### src/lvpt_pkg.sv
// shared types and codes for the load value prediction table
package lvpt_pkg;

	localparam int CONF_W = 4;
	localparam int WORD_W = 64;
	localparam int IDX_OUT_W = 10;

	// request kinds
	localparam logic KIND_READ = 1'b0;
	localparam logic KIND_UPDATE = 1'b1;

	// configuration register indexes
	localparam logic CFG_THRESHOLD = 1'b0;
	localparam logic CFG_COUNTER_MAX = 1'b1;

	localparam logic [CONF_W-1:0] THRESHOLD_RESET = 4'd2;
	localparam logic [CONF_W-1:0] COUNTER_MAX_RESET = 4'd3;

	typedef struct packed {
		logic kind;
		logic [WORD_W-1:0] pc;
		logic [WORD_W-1:0] load_value;
		logic [WORD_W-1:0] load_address;
		logic was_correct;
		logic was_constant;
	} req_t;

	typedef struct packed {
		logic hit;
		logic is_constant;
		logic [WORD_W-1:0] predicted_value;
		logic [WORD_W-1:0] echoed_pc;
		logic [IDX_OUT_W-1:0] entry_index;
		logic [WORD_W-1:0] stored_address;
		logic [CONF_W-1:0] confidence;
	} rsp_t;

	// write-back controls from the update logic
	typedef struct packed {
		logic entry_we;
		logic lct_we;
		logic [CONF_W-1:0] lct_data;
	} wr_ctl_t;

endpackage

### src/lvpt_update.sv
// tag compare, result build and counter / entry write-back logic
module lvpt_update #(
	parameter int IDXW = 10
) (
	input logic active,
	input lvpt_pkg::req_t req,
	input logic [1+(lvpt_pkg::WORD_W-IDXW)+2*lvpt_pkg::WORD_W-1:0] entry_rd,
	input logic [lvpt_pkg::CONF_W-1:0] cnt,
	input logic [lvpt_pkg::CONF_W-1:0] threshold,
	input logic [lvpt_pkg::CONF_W-1:0] counter_max,
	output lvpt_pkg::rsp_t rsp,
	output lvpt_pkg::wr_ctl_t wr,
	output logic [1+(lvpt_pkg::WORD_W-IDXW)+2*lvpt_pkg::WORD_W-1:0] entry_wr
);
	localparam int TAGW = lvpt_pkg::WORD_W - IDXW;
	localparam int W = lvpt_pkg::WORD_W;

	logic e_valid;
	logic [TAGW-1:0] e_tag;
	logic [W-1:0] e_value;
	logic [W-1:0] e_addr;
	logic hit;
	logic is_update;

	assign {e_valid, e_tag, e_value, e_addr} = entry_rd;
	assign hit = e_valid && (e_tag == req.pc[W-1:IDXW]);
	assign is_update = active && (req.kind == lvpt_pkg::KIND_UPDATE) && req.was_constant;

	always_comb begin
		rsp = '0;
		if (hit) begin
			rsp.hit = 1'b1;
			rsp.is_constant = (cnt >= threshold);
			rsp.predicted_value = e_value;
			rsp.echoed_pc = req.pc;
			rsp.entry_index = lvpt_pkg::IDX_OUT_W'(req.pc[IDXW-1:0]);
			rsp.stored_address = e_addr;
			rsp.confidence = cnt;
		end
	end

	always_comb begin
		wr = '0;
		if (is_update) begin
			if (!req.was_correct) begin
				// misprediction: back off and retrain the entry
				wr.entry_we = 1'b1;
				wr.lct_we = 1'b1;
				wr.lct_data = (cnt == '0) ? '0 : cnt - 1'b1;
			end else if (cnt < counter_max) begin
				wr.lct_we = 1'b1;
				wr.lct_data = cnt + 1'b1;
			end
		end
	end

	assign entry_wr = {1'b1, req.pc[W-1:IDXW], req.load_value, req.load_address};
endmodule

### config.mk
export PLATFORM = sky130hd
export DESIGN_NAME = lvpt_update
export DESIGN_NICKNAME = d
export VERILOG_FILES = /design/src/lvpt_pkg.sv /design/src/lvpt_update.sv
export SDC_FILE = /design/constraint.sdc
export NUM_CORES = 1
export LEC_CHECK = 0
export ABC_AREA = 1
export ABC_CLOCK_PERIOD_IN_PS = 2200
export BUFFER_PORTS_ARGS = -buffer_cell sky130_fd_sc_hd__buf_2
export CORE_AREA = 2 2 305 307
export DETAILED_ROUTE_END_ITERATION = 10
export DIE_AREA = 0 0 307 309
export PLACE_DENSITY = 0.3
export SLEW_MARGIN = 20
export SYNTH_ARGS = -nofsm -noshare
export SYNTH_HDL_FRONTEND = slang
export SYNTH_SLANG_ARGS = --single-unit
### constraint.sdc
create_clock -name vclk -period 2.2
set_input_delay 0.44 -clock vclk [all_inputs]
set_output_delay 0.44 -clock vclk [all_outputs]
set_load 0.01 [all_outputs]
==> results.cfg, run 1 <==
[floorplanning]
core_mm2 = 0.0914
die_w_um = 307
die_area_mm2 = 0.0949
start_util_pct = 4.72
num_io_pins = 788
dieHeight_um = 309
row_count = 111

[synthesis]
synth_nets = 1303
syn_area_mm2 = 0.00432
yosysWarnings = 0
synth_area_per_cell_um2 = 4.78
synthCells = 903
yosys.cell_types.count = 26
synth_seq_area_share_pct = 0

[outcome]
status = complete, but fails checks
violations = setup timing

[power]
sw_frac_of_total_pct = 55.1
p_clk_share_pct = 0
internal-power_w = 0.000442
combPwrFrac_pct = 100.0
powerDensity_mw_per_mm2 = 103
cellLeakagePower_nw = 5.75
pwr-share-seq_pct = 0
netSwitchingPower_w = 0.000543
ir_worst_vdd_uv = 62.6

[timing]
post-route-period-util_pct = 118
fin_crit_ns = 2.60
rsz0062_at_grt = yes
setup_violations = 208
whs_ns = 0.880
max_freq_mhz = 384
drv_slew = 0
setup_ws_ns = -0.403
hold_viol = 0

[global_route]
antenna_found_initial = 47
grt_max_degree = 33
grt-ovfl-total = 0
grt_pass1_wl_um = 53600
grt.total_usage_pct = 8.35
first_global_vias = 6334

[worst_setup_path]
end_kind = primary output
crit_chain = clkbuf_4 -> nand2_2 -> buf_12 -> o211ai_1 -> nor2_2 -> nand3_2 -> nor2_1 -> buf_4 -> nand2_8 -> buf_12 -> buf_16 -> buf_8 -> nor2_2 -> buf_2
start_kind = primary input
worstPathRequired_ns = 1.76
cp_num_buf_inv = 7
critical_path_class = in2out
max_stage_delay_ns = 0.16
worstPathArrival_ns = 2.16
critPathMaxFanout = 8
critPathSlowestCell = buf_4
path_delay_family = buffers and inverters

[layout]
area_growth_pct = 122
drive_above_1_share_pct = 61.9
fin_cells = 2545
finalInstanceArea_mm2 = 0.00960
regArea_um2 = 0
final_nets = 1752
n_sequential_cell = 0
nClkBuffers = 0

[min_path]
holdPathEnd = entry_wr[17]
whs_path_depth = 0
hold_class = in2out
min_from = req[19]

[place]
dp_cells = 2513
dpl_cell_area_mm2 = 0.00777
dp_hpwl_um = 38100
io_buffers = 531
gp_congestion = 0.769
dp_slack_ns = -0.963

[routing]
met3WireLength_um = 5210
wire_per_inst_um = 17.2
route.detailed.drc = 0
wl_met2_um = 20300
drt_iter0_drc = 175
dr.max_layer_used = met5
met1_length_um = 16300
routed_wl_um = 43900
vias_per_cell = 2.61
final_antenna_net_count = 0
dr.pass1.iters = 5
via_count = 6640

[flow_run]
cap_violations = 0

[cts]
cts_hold_buf = 0
==> cell type report <==
class | count | area [um^2]
fill | 10900 | 81800
antenna | 9 | 22.5
tap | 1186 | 1480
inverter | 253 | 958
multi-input combinational | 435 | 2570
timing repair buffer | 662 | 4560
==> metrics by stage <==
stage                     TNS (ns)  power (W)  util (%)
after global routing        -88.81    0.00110      10.5
after detailed placement   -165.80   0.000899      8.50
after global placement     -174.31   0.000905      8.50
final                       -66.05   0.000985      10.5
after floorplan                  0   0.000565         -
after CTS                   -95.75   0.000951      9.79
==> cells by family (layout without fill, tap and decap cells) <==
kind of cell	count (synthesis)	after routing	share of synthesized area, %
buf+inv	468	915	58.2
simple gates	398	398	35.1
compound gates	20	20	2.52
fa+ha+maj	9	9	2.61
xor+xnor	7	7	1.42
other cells	1	10	0.0868
==> power groups by stage <==
stage / combinational [W] / sequential (W) / clock [W]
2_1_floorplan: 0.000565 / 0 / 0
3_3_place_gp: 0.000905 / 0 / 0
3_5_place_dp: 0.000899 / 0 / 0
4_1_cts: 0.000951 / 0 / 0
5_1_grt: 0.00110 / 0 / 0.000000000183
6_report: 0.000985 / 0 / 0.000000000550
==> placed cells by master (no fill, tap or decap), types with 5 or more instances in the layout <==
cell     count
inv_2       17
inv_1      233
xor2_1       5
buf_2      455
a21oi_1      6
buf_16      14
diode_2      9
buf_12       7
nor2_2      54
nor2_1     117
nand3_1      5
ha_1         9
buf_6       79
nor2_4      62
nand2_2     22
buf_4      100
nand2_1    126
==> how the worst max path moves through the flow <==
stage | from | end | slack (ns) | cells past startpoint
3_5_place_dp | entry_rd[137] | rsp[103] | -0.96 | 13
5_1_grt | req[179] | rsp[110] | -0.51 | 15
2_1_floorplan | entry_rd[168] | rsp[78] | 0.10 | 8
6_report | req[175] | rsp[110] | -0.40 | 14
4_1_cts | entry_rd[137] | rsp[172] | -0.55 | 15
3_3_place_gp | entry_rd[137] | rsp[103] | -1.05 | 13
==> synth_stat cells (all sizes together) <==
master / count / share of area (%)
a21oi: 7 / 0.81
a31oi: 1 / 0.14
buf: 214 / 36
clkbuf: 1 / 0.087
conb: 1 / 0.087
ha: 9 / 2.6
inv: 253 / 22
nand2: 154 / 13
nand3: 7 / 0.81
nand3b: 1 / 0.17
nand4: 1 / 0.14
nor2: 233 / 20
o211ai: 1 / 0.17
o21ai: 8 / 0.93
o21bai: 1 / 0.17
o22ai: 2 / 0.29
or2: 2 / 0.29
xnor2: 2 / 0.41
xor2: 5 / 1.0
==> metal layers <==
metal	GRT usage, %	vias up
met2	14.0	446
met5	0	-
li1	-	3218
met4	2.75	50
met1	9.28	2766
met3	3.96	160
==> timing repair <==
item,in CTS,in global routing
endpoints found under the setup margin,208,210
hold endpoints to repair,0,0
cloned,12,4
pin swaps,13,41
resized for setup,213,173
setup buffers,8,2
(Power assumes the default switching activity.)
==> run 2: changes to the inputs <==
--- a/config.mk
+++ b/config.mk
@@ -7,11 +7,13 @@
 export LEC_CHECK = 0
 export ABC_AREA = 1
 export ABC_CLOCK_PERIOD_IN_PS = 2200
-export BUFFER_PORTS_ARGS = -buffer_cell sky130_fd_sc_hd__buf_2
+export BUFFER_PORTS_ARGS = -buffer_cell sky130_fd_sc_hd__clkbuf_2
 export CORE_AREA = 2 2 305 307
 export DETAILED_ROUTE_END_ITERATION = 10
 export DIE_AREA = 0 0 307 309
+export GPL_ROUTABILITY_DRIVEN = 0
 export PLACE_DENSITY = 0.3
+export SETUP_SLACK_MARGIN = 0.4
 export SLEW_MARGIN = 20
 export SYNTH_ARGS = -nofsm -noshare
 export SYNTH_HDL_FRONTEND = slang
==> run 2 against run 1 <==
Compared with the run above:
- the flow still finishes with violations (setup timing)
- routed wire length is 7.8% lower
- fmax fell by 2.6%
- non-clock buffer count grew 4
- via count down 2.8%
- first-iteration DRC count up 4.0%
- worst hold slack stayed put
- die area is the same
- total power shrank 2.8%
- worst setup slack worse by 0.070 ns
- critical path depth up 3
- cell area up 7.5%
- combinational power decreased by 2.8%
- critical path type unchanged
- critical endpoint is now rsp[82]
- largest cell class unchanged
- largest power group unchanged
==> results.cfg, run 2 (synthesized netlist as in run 1, its figures left out) <==
[timing]
max_freq_mhz = 374
post-route-period-util_pct = 121
hold_viol = 0
whs_ns = 0.880
setup_ws_ns = -0.473
setup_violations = 208
drv_slew = 0
rsz0062_at_grt = yes
totalNegativeSetupSlack_ns = -85.36
fin_crit_ns = 2.67

[routing]
drt_iter0_drc = 182
wire_per_inst_um = 15.9
dr.pass1.iters = 4
via_count = 6455
route.detailed.drc = 0
final_antenna_net_count = 0
vias_per_cell = 2.54
routed_wl_um = 40500

[layout]
area_growth_pct = 139
regArea_um2 = 0
layout_common_cells = clkbuf_2, inv_1, nand2_1
n_sequential_cell = 0
layout_commonest_cell = clkbuf_2
finalInstanceArea_mm2 = 0.0103
nClkBuffers = 0
final_nets = 1757
drive_above_1_share_pct = 65.8

[place]
dpl_cell_area_mm2 = 0.00826
dp_slack_ns = -1.11
dp_hpwl_um = 34400
io_buffers = 531

[power]
cellLeakagePower_nw = 5.82
ir_worst_vdd_uv = 43.6
powerDensity_mw_per_mm2 = 92.8

[outcome]
status = complete, but fails checks
violations = setup timing

[global_route]
grt.total_usage_pct = 7.74
grt-ovfl-total = 0
first_global_vias = 6299
grt_pass1_wl_um = 50700
antenna_found_initial = 19
grt_max_degree = 36

[floorplanning]
start_util_pct = 4.72
num_io_pins = 788
die_w_um = 307
core_mm2 = 0.0914
row_count = 111
dieHeight_um = 309
die_area_mm2 = 0.0949

[worst_setup_path]
critPathMaxFanout = 8
crit_chain = buf_8 -> inv_4 -> nand2_2 -> nand2_1 -> nor2_1 -> buf_4 -> nand2_4 -> nor2_4 -> nand2_2 -> nor2_2 -> buf_6 -> buf_12 -> nand2_8 -> buf_12 -> buf_12 -> nor2_4 -> buf_6
critical_path_class = in2out
start_kind = primary input
end_kind = primary output
max_stage_delay_ns = 0.23
critPathSlowestCell = nor2_4
cp_num_buf_inv = 8
worstPathRequired_ns = 1.76
worstPathArrival_ns = 2.23
worst_path_most_repeated_cell = buf_12
path_delay_family = buffers and inverters

[cts]
cts_hold_buf = 0

[flow_run]
cap_violations = 0

[min_path]
hold_class = in2out
## run 2: worst paths after layout
check / start / to / slack [ns] / depth (start not counted)
worst min-delay path: req[3] / entry_wr[1] / 0.88 / 0
worst max-delay path: req[190] / rsp[82] / -0.47 / 17
## run 2: cell type report
class                           instances  area (um^2)
Multi-Input combinational cell        436         2840
Fill cell                           10800        81100
Inverter                              253          987
Tap cell                             1186         1480
Timing Repair Buffer                  666         4990
Antenna cell                            3         7.51
## run 2: through the flow
step | utilization (%) | power, W | std cells
after floorplan | - | 0.000603 | 903
after global placement | 9.04 | 0.000912 | 2512
after detailed placement | 9.04 | 0.000910 | 2512
after CTS | 10.1 | 0.000945 | 2534
after global routing | 11.3 | 0.00108 | 2543
final | 11.3 | 0.000957 | 2544
## run 2: where the power goes
group            internal [W]       total (W)  switching, W  leakage [nW]
clock network  0.000000000184  0.000000000184             0     0.0000190
logic                0.000440        0.000957      0.000517          5.82
registers                   0               0             0             0
total                0.000440        0.000957      0.000517          5.82
## run 2: what timing repair did
action                     in CTS  in global routing
pin swaps                      18                 24
setup buffers                  10                  3
setup endpoints to repair     213                213
resized for setup             140                352
cloned                         12                  4
## run 2: layer usage
layer | wire length [um] | track usage [%] | vias to the layer above
li1 | - | - | 3224
met1 | 16600 | 9.46 | 2691
met2 | 17600 | 12.0 | 414
met3 | 5010 | 4.12 | 106
met4 | 1100 | 1.60 | 20
met5 | 120 | 0 | -
==> run 3: changes to the inputs <==
--- a/config.mk
+++ b/config.mk
@@ -5,12 +5,11 @@
 export SDC_FILE = /design/constraint.sdc
 export NUM_CORES = 1
 export LEC_CHECK = 0
-export ABC_AREA = 1
 export ABC_CLOCK_PERIOD_IN_PS = 2200
 export BUFFER_PORTS_ARGS = -buffer_cell sky130_fd_sc_hd__clkbuf_2
-export CORE_AREA = 2 2 305 307
+export CORE_AREA = 2 2 310 312
 export DETAILED_ROUTE_END_ITERATION = 10
-export DIE_AREA = 0 0 307 309
+export DIE_AREA = 0 0 312 314
 export GPL_ROUTABILITY_DRIVEN = 0
 export PLACE_DENSITY = 0.3
 export SETUP_SLACK_MARGIN = 0.4
==> run 3 against run 2 <==
Compared with the run above:
- the flow still finishes with violations (setup timing)
- clock-buffer cell count unchanged
- area after synthesis down 13%
- critical path depth down 5
- routed wire length down 22%
- worst setup slack worse by 0.49 ns
- largest cell class unchanged
==> results.cfg, run 3 <==
[flow_run]
cap_violations = 0

[routing]
wire_per_inst_um = 14.0
via_count = 5121
route.detailed.drc = 0
final_antenna_net_count = 0
dr.pass1.iters = 4
vias_per_cell = 2.28
dr.max_layer_used = met4
routed_wl_um = 31400
wl_met2_um = 15000
drt_iter0_drc = 73
met3WireLength_um = 3740
met1_length_um = 11100

[global_route]
antenna_found_initial = 6
grt-ovfl-total = 0
grt_max_degree = 31
grt_pass1_wl_um = 39000
first_global_vias = 5135
grt.total_usage_pct = 5.68

[floorplanning]
start_util_pct = 3.97
core_mm2 = 0.0944
die_w_um = 312
row_count = 113
die_area_mm2 = 0.0980
dieHeight_um = 314
num_io_pins = 788

[layout]
fin_cells = 2246
regArea_um2 = 0
final_nets = 1378
drive_above_1_share_pct = 88.7
layout_common_cells = clkbuf_2, and2_4, buf_6
n_sequential_cell = 0
area_growth_pct = 169
final_core_util_pct = 10.7
nClkBuffers = 0
layout_commonest_cell = clkbuf_2

[synthesis]
synth_top_area_share_pct = 39.4
synth_area_per_cell_um2 = 6.96
syn_area_mm2 = 0.00375
synth_nets = 939
yosys.cell_types.count = 30
yosysWarnings = 0
yosys-top-cells-count = and2_1, buf_4, xor2_1
synth_area_leaders = buf_4, and2_1, xor2_1
synthCells = 539
synth_top_cell_by_area = buf_4
synth_seq_area_share_pct = 0

[worst_setup_path]
critPathSlowestCell = nor4_1
end_kind = primary output
critPathMaxFanout = 7
worstPathRequired_ns = 1.76
crit_chain = clkbuf_2 -> xor2_1 -> nor4_1 -> nand4_1 -> buf_4 -> nor4_4 -> buf_6 -> buf_16 -> buf_16 -> buf_6 -> and2_1 -> clkbuf_2
critical_path_class = in2out
worstPathArrival_ns = 2.72
start_kind = primary input
max_stage_delay_ns = 0.51

[timing]
drv_slew = 0
setup_violations = 209
hold_viol = 0
worst_pin_slew_ns = 0.683
post-route-period-util_pct = 144
whs_ns = 0.880
relSlewSlack_pct = 54.4
rsz0062_at_grt = yes
max_freq_mhz = 316
fin_crit_ns = 3.16
setup_ws_ns = -0.961
totalNegativeSetupSlack_ns = -187.65

[power]
powerDensity_mw_per_mm2 = 76.8
ir_worst_vdd_uv = 53.3
p_clk_share_pct = 0
sw_frac_of_total_pct = 49.3
internal-power_w = 0.000393
cellLeakagePower_nw = 4.77
netSwitchingPower_w = 0.000382
pwr-share-seq_pct = 0
combPwrFrac_pct = 100.0

[place]
dp_slack_ns = -1.33
dp_cells = 2202
io_buffers = 531
dp_hpwl_um = 25700

[cts]
cts_hold_buf = 0

[outcome]
status = complete, but fails checks
violations = setup timing

[min_path]
hold_class = in2out
-- run 3: through the flow --
stage	power [W]	instance area, um^2
global placement	0.000721	7670
global route	0.000838	10100
finish	0.000774	10100
CTS	0.000782	8870
detailed placement	0.000715	7670
floorplan	0.000481	4230
-- run 3: cells by family (layout without fill, tap and decap cells) --
kind of cell             after synthesis  in the layout  synth area share, %
AND/OR/NAND/NOR                      235            235                 38.9
buffers and inverters                225            662                 42.8
XOR/XNOR                              56             56                 13.1
AO/OA/AOI/OAI                         13             13                 2.17
adder cells (fa/ha/maj)                9              9                 3.00
other                                  1              6               0.0999
-- run 3: final timing paths --
| path | startpoint | to | slack [ns] | cells past startpoint |
|---|---|---|---|---|
| setup / recovery | req[171] | rsp[19] | -0.96 | 12 |
| hold / removal | req[12] | entry_wr[10] | 0.88 | 0 |
-- run 3: per-layer routing --
metal	up-vias	GRT usage, %
li1	2361	-
met1	2245	6.02
met2	454	10.1
met3	61	2.45
met4	0	1.73
met5	-	0
-- run 3: power groups by stage --
stage | combinational [W] | sequential [W] | clock, W
6_report | 0.000774 | 0 | 0.000000000306
5_1_grt | 0.000838 | 0 | 0.000000000305
4_1_cts | 0.000782 | 0 | 0
3_5_place_dp | 0.000715 | 0 | 0
3_3_place_gp | 0.000721 | 0 | 0
2_1_floorplan | 0.000481 | 0 | 0
-- run 3: critical path, delay by kind of cell --
kind	cells	cell delay [ns]
xor+xnor	1	0.14
buf+inv	7	1.04
simple gates	4	1.08
-- run 3: final cells by class --
type,count,area (um^2)
multi-input cells,314,2860
repair buffers,653,5600
fillers,10900,84400
inverters,9,36.3
well taps,1265,1580
diodes,5,12.5
-- run 3: timing repair --
item / 4_1_cts / 5_1_grt
pin swaps: 32 / 65
resized for setup: 113 / 361
setup endpoints to repair: 213 / 213
buffers inserted: 18 / 4
gates cloned: 12 / 5
