$ cat src/lvpt_ram.sv
// generic single-port-write, single-port-read ram with registered read
module lvpt_ram #(
	parameter int WIDTH = 8,
	parameter int DEPTH = 16
) (
	input logic clk,
	input logic we,
	input logic [$clog2(DEPTH)-1:0] waddr,
	input logic [WIDTH-1:0] wdata,
	input logic re,
	input logic [$clog2(DEPTH)-1:0] raddr,
	output logic [WIDTH-1:0] rdata
);
	logic [WIDTH-1:0] mem [DEPTH];

	always_ff @(posedge clk) begin
		if (we) begin
			mem[waddr] <= wdata;
		end
		if (re) begin
			rdata <= mem[raddr];
		end
	end
endmodule

$ cat config.mk
export PLATFORM = sky130hd
export DESIGN_NAME = lvpt_ram
export DESIGN_NICKNAME = d
export VERILOG_FILES = /design/src/lvpt_ram.sv
export SDC_FILE = /design/constraint.sdc
export NUM_CORES = 1
export LEC_CHECK = 0
export BUFFER_PORTS_ARGS = -buffer_cell sky130_fd_sc_hd__buf_2
export CAP_MARGIN = 10
export CORE_UTILIZATION = 59
export DETAILED_ROUTE_END_ITERATION = 6
export PLACE_DENSITY = 0.83
export REMOVE_ABC_BUFFERS = 1
export SETUP_SLACK_MARGIN = 0.15
export SLEW_MARGIN = 40
export SYNTH_ARGS = -nofsm -noshare
export SYNTH_HDL_FRONTEND = slang
export SYNTH_SLANG_ARGS = --single-unit
$ cat constraint.sdc
create_clock -name clk -period 3.9 [get_ports clk]
set_clock_uncertainty 0.2 [all_clocks]
set_input_delay 1.17 -clock clk [delete_from_list [all_inputs] [get_ports clk]]
set_output_delay 1.17 -clock clk [all_outputs]
set_load 0.02 [all_outputs]
==> results of run 1 <==
## sequential cells by signal (all words and copies together), names as in the netlist
signal	flops
rdata	8
mem	128
## cells by family (layout without fill, tap and decap cells)
logic type / after synthesis / in the layout / synth area share
AO/OA/AOI/OAI: 16 / 16 / 0.0230
AND/OR/NAND/NOR: 35 / 35 / 0.0314
multiplexers: 32 / 32 / 0.148
flip-flops: 136 / 136 / 0.781
buffers and inverters: 10 / 65 / 0.0165
## report_power, final
part | internal [mW] | switching, mW | total, mW
sequential | 1.65 | 0.0101 | 1.66
clock | 0.962 | 0.578 | 1.54
combinational | 0.0605 | 0.0913 | 0.152
total | 2.67 | 0.679 | 3.35
## worst min-delay path, stage by stage, from the launching register on
cell	delay [ns]
edfxtp_1	0.31
mux4_1	0.21
a22oi_1	0.08
nand2_1	0.07
## layer usage
metal | up-vias | routed length, um | global-route usage
met2 | 140 | 5030 | 0.389
met1 | 1288 | 3790 | 0.328
met5 | - | 0 | 0
met4 | 0 | 104 | 0.0970
li1 | 1069 | - | -
met3 | 9 | 849 | 0.0616
## cell usage in the layout (no fill, tap or decap), types with 2 or more instances in the layout
cell type and n:
clkinvlp_4 3, bufinv_16 3, edfxtp_1 136, clkinv_2 4
mux4_1 14, buf_2 26, buf_4 7, nand2_1 9
mux4_2 18, nor3_1 4, nand2b_1 2, clkinv_1 2
nand3b_1 2, clkbuf_16 16, a22oi_1 16, nor2_1 6
nor2_2 7
## per-stage QoR
stage,utilization,cells
2_1_floorplan,-,219
3_3_place_gp,0.653,358
3_5_place_dp,0.654,358
4_1_cts,0.722,389
5_1_grt,0.724,389
6_report,0.724,389
## worst paths after layout
path | start | to | slack [ns] | cells past startpoint
hold reg to reg | mem[8][2] | rdata[2] | 0.58 | 3
hold / removal | mem[8][2] | rdata[2] | 0.58 | 3
setup reg to reg | mem[1][0] | rdata[0] | 2.09 | 3
setup / recovery | raddr[1] | rdata[0] | 1.33 | 4
## final cells by class
class                           instances  area (um2)
Fill cell                             460        2320
Clock buffer                           17         414
Timing Repair Buffer                   34         203
Multi-Input combinational cell         83        1070
Clock inverter                         14         158
Tap cell                              105         131
Sequential cell                       136        4080
==> reports/summary.md, run 1 <==
Data arrives at the worst endpoint at 2.63 ns. The initialized floorplan defines 33 standard-cell rows. The clock net in this run drives a total of 136 sinks. Family with the most delay on the worst path: buffers and inverters.

Sorting the synthesized cells by area gives the leading types as edfxtp_1, mux4_2, mux4_1. For the post-place setup slack, the log shows 0.791 ns. The first global-routing pass estimated 14.4 mm of wire. Clock latency on the worst-skew pair, taken at its later pin, is 0.52 ns. Setup repair after global routing left no endpoint under its margin. The proportion of synthesized flip-flops having asynchronous set or reset works out to 0.

The tools report the initial detailed-routing violation count as 193. The min-delay analysis places its worst path in the category flop to flop. The endpoint type of the worst setup path was a flop. The floorplan die height works out to 96.1 um.

In the routed design, unresolved DRC markers number 0. The all-layer global routing usage is 0.244, and the critical path buffer and inverter count is 1. In this run the post-CTS setup repair buffer count came out at 0. For the power consumption, the log shows 3.35 mW.

The number of global-route vias before repair is 2,436, and the maximum ir drop on the vdd rail is 0.383 mV. The placed instances occupy a cell area of 0.00548 mm2. Post-route clock period utilization: 0.659. The clock tree root driver cell was clkbuf_8.

The tools report the worst relative slew slack as 0.443. The final max-slew violation count was 0; the antenna diode count was 0. In this run the remaining antenna-violating nets after routing total 0. The largest individual stage delay along the critical path comes from the cell buf_2. The area share of the leading cell type in the synthesized netlist came out at 0.781. Largest net degree at the start of global routing: 33. The run finished with clean final reports.

The average footprint of a synthesized cell is 22.8 um2, and the count of yosys warnings during synthesis is 0. The commonest cells after synthesis are edfxtp_1, mux4_2, a22oi_1. Of all cell types, the one taking the most synthesized area is edfxtp_1. For the placed wire-length estimate, the log shows 5.70 mm.

After global routing the overflow that remains totals 0. Most used flip-flop cell after synthesis: edfxtp_1. The ratio of cells with drive above 1 in the final layout is 0.313. The first detailed-routing pass ran for 5 iterations.

Port buffering added 26 buffers. The worst setup margin came out at 1.33 ns. The clock-pin transition on the worst setup and hold timing paths works out to 0.06 ns. For the number of antenna violations at the first check in global routing, the log shows 0.

In the post-synthesis netlist, the cell with the most instances is edfxtp_1. The critical path is of the primary input to flop type. The total standard cell area after synthesis was 0.00523 mm2.

TritonCTS built the clock tree. Count of max-cap constraint violations: 0. The number of enable-type register cells in the synthesized netlist is 136, and the transition time at the pin with the least slew margin is 0.832 ns. After synthesis the netlist holds a flip-flop and latch count of 136. At the worst endpoint, the required time is 3.96 ns.

The gate count of the mapped netlist is 229. Summed over all failing endpoints, the final setup total negative slack is 0 ns. The tools report the worst hold margin as 0.576 ns. STA classifies the critical path startpoint as a primary input. Traced cell by cell, the critical path runs through buf_2, mux4_1, a22oi_1, nand2_1. For the I/O pin count, the log shows 27. Post-CTS repair changed the size of 0 cells. Clock tree synthesis inserted a total of 17 buffers. After routing the design area is 0.00606 mm2. The run gives 291 as the number of nets in the layout. The number of hold-slack violations in the final timing report is 0.

The maximum clock frequency came out at 389 MHz. After floorplanning, the core was sized to cover 0.00838 mm2. For this block, the via count after detailed routing is 2,506. The logs give 0 for the number of endpoints failing setup at the final stage and 0.781 for the sequential area share after synthesis. The smallest clock period supported by the final layout is computed as 2.57 ns. In this run the power density over the cells is 552 mW/mm2. The total routed wirelength came out at 9.77 mm. In this run the worst path has a maximum fanout of 32. The average routed wire per standard cell works out to 25.1 um. The number of buffers on the longest clock path is 2. The vias per cell was 6.44; the initial core utilization was 0.624.

Routability-driven placement finished with a final weighted congestion of 0.737. The number of different library cells used by synthesis comes to 18. CTS built an H-tree with a depth of 4.

The leakage power of the design is 2.03 nW, and the total of hold buffers inserted after clock tree synthesis is 0. From synthesis to final layout, the design area changed by 16.0%. The biggest cell delay along the critical path works out to 0.58 ns. The width of the die came out at 96.1 um. The run gives 0.00924 mm2 as the floorplan die area.
No activity file was read; power rests on OpenSTA's default activity.
==> run 2, diff against run 1 <==
Settings changed: ABC_AREA from default to 1, CORE_UTILIZATION 59 to 55, PLACE_DENSITY 0.83 to 0.81.
Clock period 3.9 ns to 2.21 ns, I/O delays scaled along.
==> reports/summary.md, run 2 <==
The flow ran to the end, and the final reports show no timing, DRC or antenna violations. The run gives 527 (+170%) as the initial detailed-routing violation count. The number of antenna violations at the first check in global routing was 0 (unchanged). The total CTS buffers was 17 (unchanged).

The number of enable-type register cells in the synthesized netlist is 136 (unchanged). The tools report the post-synthesis cell type count as 11 (-7). The setup TNS was 0 ns (unchanged). The number of endpoints failing setup at the final stage is 0 (unchanged). The leakage power of the design is 2.95 nW (+45%). The number of buffers on the longest clock path was 2 (unchanged); the number of nets in the layout was 615 (+110%). The family with the most delay on the worst path is flip-flops.

Timing would allow up to 502 MHz. The number of gates on the worst path with buffers counted is 1 (-3). The biggest cell delay along the critical path was 0.43 ns (-0.15 ns); the all-layer global routing usage was 0.259 (+0.0152). The clock latency on the worst-skew pair came out at 0.52 ns (about the same). Setup repair after global routing left no endpoint under its margin. The slowest stage cell on the critical path is edfxtp_1. The number of cells on the worst hold path came out at 1 (-2). The total power density per cell area is 901 mW/mm2 (+63%), and the post-CTS resize count is 0 (unchanged). The largest fanout on the critical path was 1 (-97%). The proportion of synthesized flip-flops having asynchronous set or reset came out at 0 (unchanged). The ratio of cells with drive above 1 in the final layout came out at 0.130 (-0.184). Leaving out fill and tap cells, the most frequent cell in the layout is nand2_1. The run gives 0.84 ns (-1.25 ns) as the setup slack of the most critical reg-to-reg path. The endpoint arrival time on the critical path is 1.13 ns (-1.50 ns), and the largest net degree at the start of global routing is 42 (+27%). By startpoint and endpoint, the worst setup path is classified as flop to output pin. Among all flip-flop cells after synthesis, the most frequent one is edfxtp_1. The transition time at the pin with the least slew margin came out at 0.638 ns (-0.194 ns). The clock tree root driver cell was clkbuf_8. The signal on the critical path passes through buf_2. The gate count of the mapped netlist was 551 (+140%).

The critical hold path startpoint is re. The run gives 0.574 (+0.131) as the worst relative slew slack. The beginning of the worst register-to-register path was mem[5][4].

The critical path buffer and inverter count came out at 1 (unchanged). The run gives 0.0110 mm2 (+20%) as the floorplan die area. The worst setup path is captured at an output pin. The final max-slew violation count is 0 (unchanged). The biggest area contributor in the post-synthesis netlist is edfxtp_1.

The post-route clock period utilization was 0.901. The logs give 0 (unchanged) for the count of yosys warnings during synthesis and 0 (unchanged) for the aggregate global routing overflow. The vias per cell came out at 5.44 (-16%).

For the total standard cell area after synthesis, the log shows 0.00585 mm2 (+12%). The count of max-cap constraint violations was 0 (unchanged). Row count: 37 (+12%). From synthesis to final layout, the design area changed by 16.2%. The worst hold margin was 0.293 ns (-0.284 ns).

The class of the most critical hold timing path is primary input to flop. The I/O pin count is 27 (unchanged). The top cell types in the final layout, fill and taps aside, are nand2_1, edfxtp_1, inv_1. The final critical path time including I/O delays and setup is 1.99 ns. The CTS sink count is 136 (unchanged). The tools report the antenna diode count as 0 (unchanged). The most common cell in the synthesized netlist is nand2_1. Number of global-route vias before repair: 4,137 (+70%). The required time reported for the critical path endpoint was 1.35 ns (-2.61 ns); the clock-pin transition on the worst setup and hold timing paths was 0.06 ns (about the same). The placed wire-length estimate was 7.97 mm (+40%); the power consumption was 6.12 mW (+83%). The run gives 0 (unchanged) as the final antenna-violating net count. The core area is 0.0103 mm2 (+23%), and the sequential area share after synthesis is 0.698 (-0.0828). After synthesis, the cell types taking the most area are edfxtp_1, nand2_1, nand3_1.

The run gives 0.818 (+11%) as the routability congestion estimate. Average routed wire per standard cell: 17.5 um (-30%). The most critical setup path has its startpoint at rdata[3]. The maximum ir drop on the vdd rail is 0.461 mV (+20%), and the flip-flop count of the largest register after layout is 128 (unchanged). The first-pass iteration count of the detailed router was 5 (unchanged); the number of register bits inferred by synthesis was 136 (unchanged).

The area share of the leading cell type in the synthesized netlist came out at 0.698 (-0.0828). The logs give 4 (unchanged) for the number of levels in the clock H-tree and 0 (unchanged) for the total of hold buffers inserted after clock tree synthesis. The total routed wirelength was 13.1 mm (+34%). The register containing the most flip-flops in the final layout is mem.

Count of buffers from port buffering: 26 (unchanged). The average footprint of a synthesized cell was 10.6 um2 (-54%). The tools report the total vias in the final route as 4,055 (+62%).

TritonCTS built the clock tree. The post-CTS setup buffer count is 0 (unchanged), and the number of hold-slack violations in the final timing report is 0 (unchanged). The initial core utilization was 0.566 (-0.0573); the count of filler cells inserted in the layout was 691 (+50%). The floorplan die height is 105 um (+9.3%). The number of design rule violations left after detail routing is 0 (unchanged), and the width of the die is 105 um (+9.3%). Depth of the worst register-to-register path: 6 (+3). The largest registers in the layout are mem: 128 flops, rdata: 8 flops. The startpoint type of the worst setup path is a flop. Sorting the synthesized cells by how often they occur yields nand2_1, edfxtp_1, inv_1. First-pass GRT wire length: 21.2 mm (+47%).
[run 2: changes by cell type after synthesis, moves of 10 or more]
cell,change
nand2_1,+164
inv_1,+100
nand3_1,+96
mux4_2,-18
a22oi_1,-16
mux4_1,-14
buf_2,+10
[run 2: path summary, 6_finish.rpt]
path	to
worst max-delay path	rdata[3]
worst min-delay path	rdata[4]
worst max register to register	rdata[4]
worst min register to register	rdata[0]
[run 2: worst reg2reg max path: stages (launching register included)]
cell      delay (ns)
edfxtp_1        0.39
inv_1           0.07
nand2_1         0.05
nand3_1         0.10
nand3_1         0.12
nand3_1         0.14
nand2_1         0.08
[run 2: stage by stage]
stage               std cells  cell area [um2]  setup WS [ns]   util
finish                    745             6800          0.219  0.658
CTS                       745             6800          0.204  0.658
global placement          713             6200          0.209  0.600
global route              745             6800          0.202  0.658
detailed placement        713             6200          0.136  0.600
floorplan                 527             5680          0.226      -
[run 2: logic make-up (layout without fill, tap and decap cells)]
kind of cell  Yosys count  in the layout  synth area share
buf+inv               126            184            0.0939
simple gates          289            289             0.208
flops                 136            136             0.698
[run 2: report_power, final]
| group | switching, mW | internal [mW] | total [mW] |
|---|---|---|---|
| logic | 0.256 | 0.109 | 0.364 |
| registers | 0.0180 | 2.91 | 2.92 |
| clock network | 1.02 | 1.82 | 2.83 |
[run 2: final cells by class]
| class | count | area (um2) | area share |
|---|---|---|---|
| Clock buffer | 18 | 418 | 0.0615 |
| Sequential cell | 136 | 4080 | 0.601 |
| Inverter | 102 | 383 | 0.0563 |
| Clock inverter | 14 | 180 | 0.0265 |
| Timing Repair Buffer | 50 | 348 | 0.0512 |
| Multi-Input combinational cell | 289 | 1210 | 0.179 |
| Tap cell | 136 | 170 | 0.0250 |
[run 2: per-layer routing]
metal,vias up,track usage,share of wire
met1,1886,0.311,0.37
met4,0,0.115,0.032
li1,1871,-,-
met3,40,0.0561,0.086
met5,-,0,0
met2,258,0.451,0.51
==> run 3, diff against run 2 <==
Settings changed: CORE_UTILIZATION 55 to 30, PLACE_DENSITY 0.81 to 0.52.
==> reports/summary.md, run 3 (synthesized netlist as in run 2, its figures left out) <==
The flow ran to the end, and the final reports show no timing, DRC or antenna violations. The worst register-to-register path ends at rdata[1]. The CTS sink count was 136 (unchanged). The run gives 865 (+16%) as the final standard cell count with taps included and fillers excluded. The run gives 0.0189 mm2 (+83%) as the core area. The post-CTS setup buffer count is 0 (unchanged), and the post-route clock period utilization is 0.851 (-0.0504). The run gives 5.78 mW (-5.6%) as the power consumption. The endpoint arrival time on the critical path was 1.02 ns (-0.11 ns). For the post-route cell area, the log shows 0.00688 mm2 (+1.2%).

Among all stages on the critical path, the largest delay is contributed by edfxtp_1. The I/O pin count is 27 (unchanged). The flip-flop count of the largest register after layout came out at 128 (unchanged). In the final layout, the registers with the most flip-flops are mem: 128 flops, rdata: 8 flops. In the layout the commonest cells are nand2_1, edfxtp_1, inv_1.

The cell family contributing the most delay on the critical path is flip-flops. Largest fanout on the critical path: 1 (unchanged). Number of cells on the worst hold path: 1 (unchanged). Initial detailed-routing violation count: 425 (-19%).

The post-CTS resize count is 0 (unchanged), and the transition time at the pin with the least slew margin is 0.623 ns (-0.0146 ns). The logs give 0.452 mV (-2.0%) for the maximum ir drop on the vdd rail and 2.92 nW (-1.2%) for the leakage power of the design. The run gives 4 (unchanged) as the number of levels in the clock H-tree. The number of hold-slack violations in the final timing report was 0 (unchanged); the count of buffers from port buffering was 26 (unchanged).

STA classifies the critical path startpoint as a flop. Most common library cell in the layout ignoring fill and taps: nand2_1. The worst setup path is of the flop to output pin kind.

The vias per cell came out at 4.34 (-20%). Counting flops per register, the top entry is mem. Average routed wire per standard cell: 16.0 um (-8.7%). The antenna diode count was 0 (unchanged). TritonCTS built the clock tree. The depth of the worst register-to-register path came out at 6 (unchanged).

The clock tree root driver cell is clkbuf_16. Critical hold path startpoint: re. The run gives 532 MHz (+5.9%) as the maximum clock frequency. Setup repair after global routing left no endpoint under its margin.

Endpoint type of the worst setup path: an output pin. The class of the most critical hold timing path was primary input to flop. The largest net degree at the start of global routing was 65 (+55%).

Total power density per cell area: 840 mW/mm2 (-6.8%). For the count of max-cap constraint violations, the log shows 0 (unchanged). Number of design rule violations left after detail routing: 0 (unchanged). For the total of hold buffers inserted after clock tree synthesis, the log shows 0 (unchanged). The final max-slew violation count is 0 (unchanged). For hold timing, the worst endpoint is rdata[2]. The placed wire-length estimate was 8.83 mm (+11%); the total vias in the final route was 3,755 (-7.4%). The startpoint identified for the worst register-to-register timing path is mem[7][1]. The clock-pin transition on the worst setup and hold timing paths is 0.06 ns (about the same). The number of global-route vias before repair was 3,785 (-8.5%). The first-pass iteration count of the detailed router is 5 (unchanged), and the floorplan die area is 0.0201 mm2 (+82%).

The setup slack of the most critical reg-to-reg path came out at 0.85 ns (about the same). The ratio of cells with drive above 1 in the final layout is 0.124 (-0.00575), and the critical path buffer and inverter count is 1 (unchanged). Number of antenna violations at the first check in global routing: 0 (unchanged). The all-layer global routing usage was 0.151 (-0.109); the final critical path time including I/O delays and setup was 1.88 ns (-0.111 ns). The row count is 50 (+35%), and the biggest cell delay along the critical path is 0.42 ns (about the same).

Aggregate global routing overflow: 0 (unchanged). Walking the worst path, the cells encountered are buf_2. The final antenna-violating net count was 0 (unchanged); the setup TNS was 0 ns (unchanged). Relative to the synthesized area, the layout overhead comes to 17.7%. The logs give 835 (+17%) for the number of cells after detailed placement and 0.42 ns (-0.10 ns) for the clock latency on the worst-skew pair.

The floorplan die height is 142 um (+35%), and the first-pass GRT wire length is 21.7 mm (+2.4%). The run gives 0.309 (-0.257) as the initial core utilization. The number of buffers on the longest clock path was 2 (unchanged). The total routed wirelength is 13.9 mm (+6.0%), and the routability congestion estimate is 0.783 (-4.2%). The required time reported for the critical path endpoint is 1.35 ns (about the same), and the worst relative slew slack is 0.584 (+0.00978). The width of the die is 142 um (+35%). The tools report the number of endpoints failing setup at the final stage as 0 (unchanged). For the total CTS buffers, the log shows 17 (unchanged). The run gives 0.00636 mm2 (+2.7%) as the cell area reported after detailed placement.

The number of nets in the layout was 613 (-0.33%).
==> run 3: cell count changes in the layout (fill, tap and decap cells not counted), sizes merged <==
| cell | change |
|---|---|
| buf | -2 |
| bufinv | -3 |
| clkinv | +2 |
| inv | -1 |
==> run 3: power by group <==
| part | switching [mW] | internal (mW) | total [mW] |
|---|---|---|---|
| sequential | 0.0189 | 2.91 | 2.93 |
| clock | 0.972 | 1.50 | 2.48 |
| combinational | 0.265 | 0.111 | 0.376 |
==> run 3: worst max-delay path by stage <==
stage | start | end | slack [ns] | depth (start not counted)
floorplan | raddr[0] | rdata[2] | 0.23 | 6
global placement | raddr[1] | rdata[6] | 0.09 | 6
detailed placement | raddr[1] | rdata[6] | 0.07 | 6
CTS | rdata[0] | rdata[0] | 0.31 | 1
global route | rdata[1] | rdata[1] | 0.30 | 1
finish | rdata[1] | rdata[1] | 0.33 | 1
==> run 3: final cells by class <==
class,instances,area [um2]
timing repair buffer,48,358
clock inverter,12,87.6
clock buffer,18,429
sequential,136,4080
fill,1896,12000
tap,260,325
multi-input combinational,289,1210
inverter,102,383
==> run 3: routing by layer <==
layer / vias up / track usage / routed length, um / share of wire
met1: 1787 / 0.215 / 6960 / 0.50
met2: 98 / 0.222 / 6070 / 0.44
li1: 1864 / - / - / -
met4: 0 / 0.0532 / 121 / 0.0087
met5: - / 0 / 0 / 0
met3: 6 / 0.0378 / 706 / 0.051
==> run 3: through the flow <==
stage	hold slack (ns)	util	worst slack [ns]
finish	0.425	0.364	0.330
global route	0.417	0.364	0.297
CTS	0.415	0.364	0.305
detailed placement	0.539	0.337	0.0667
global placement	0.536	0.337	0.0927
floorplan	0.482	-	0.226
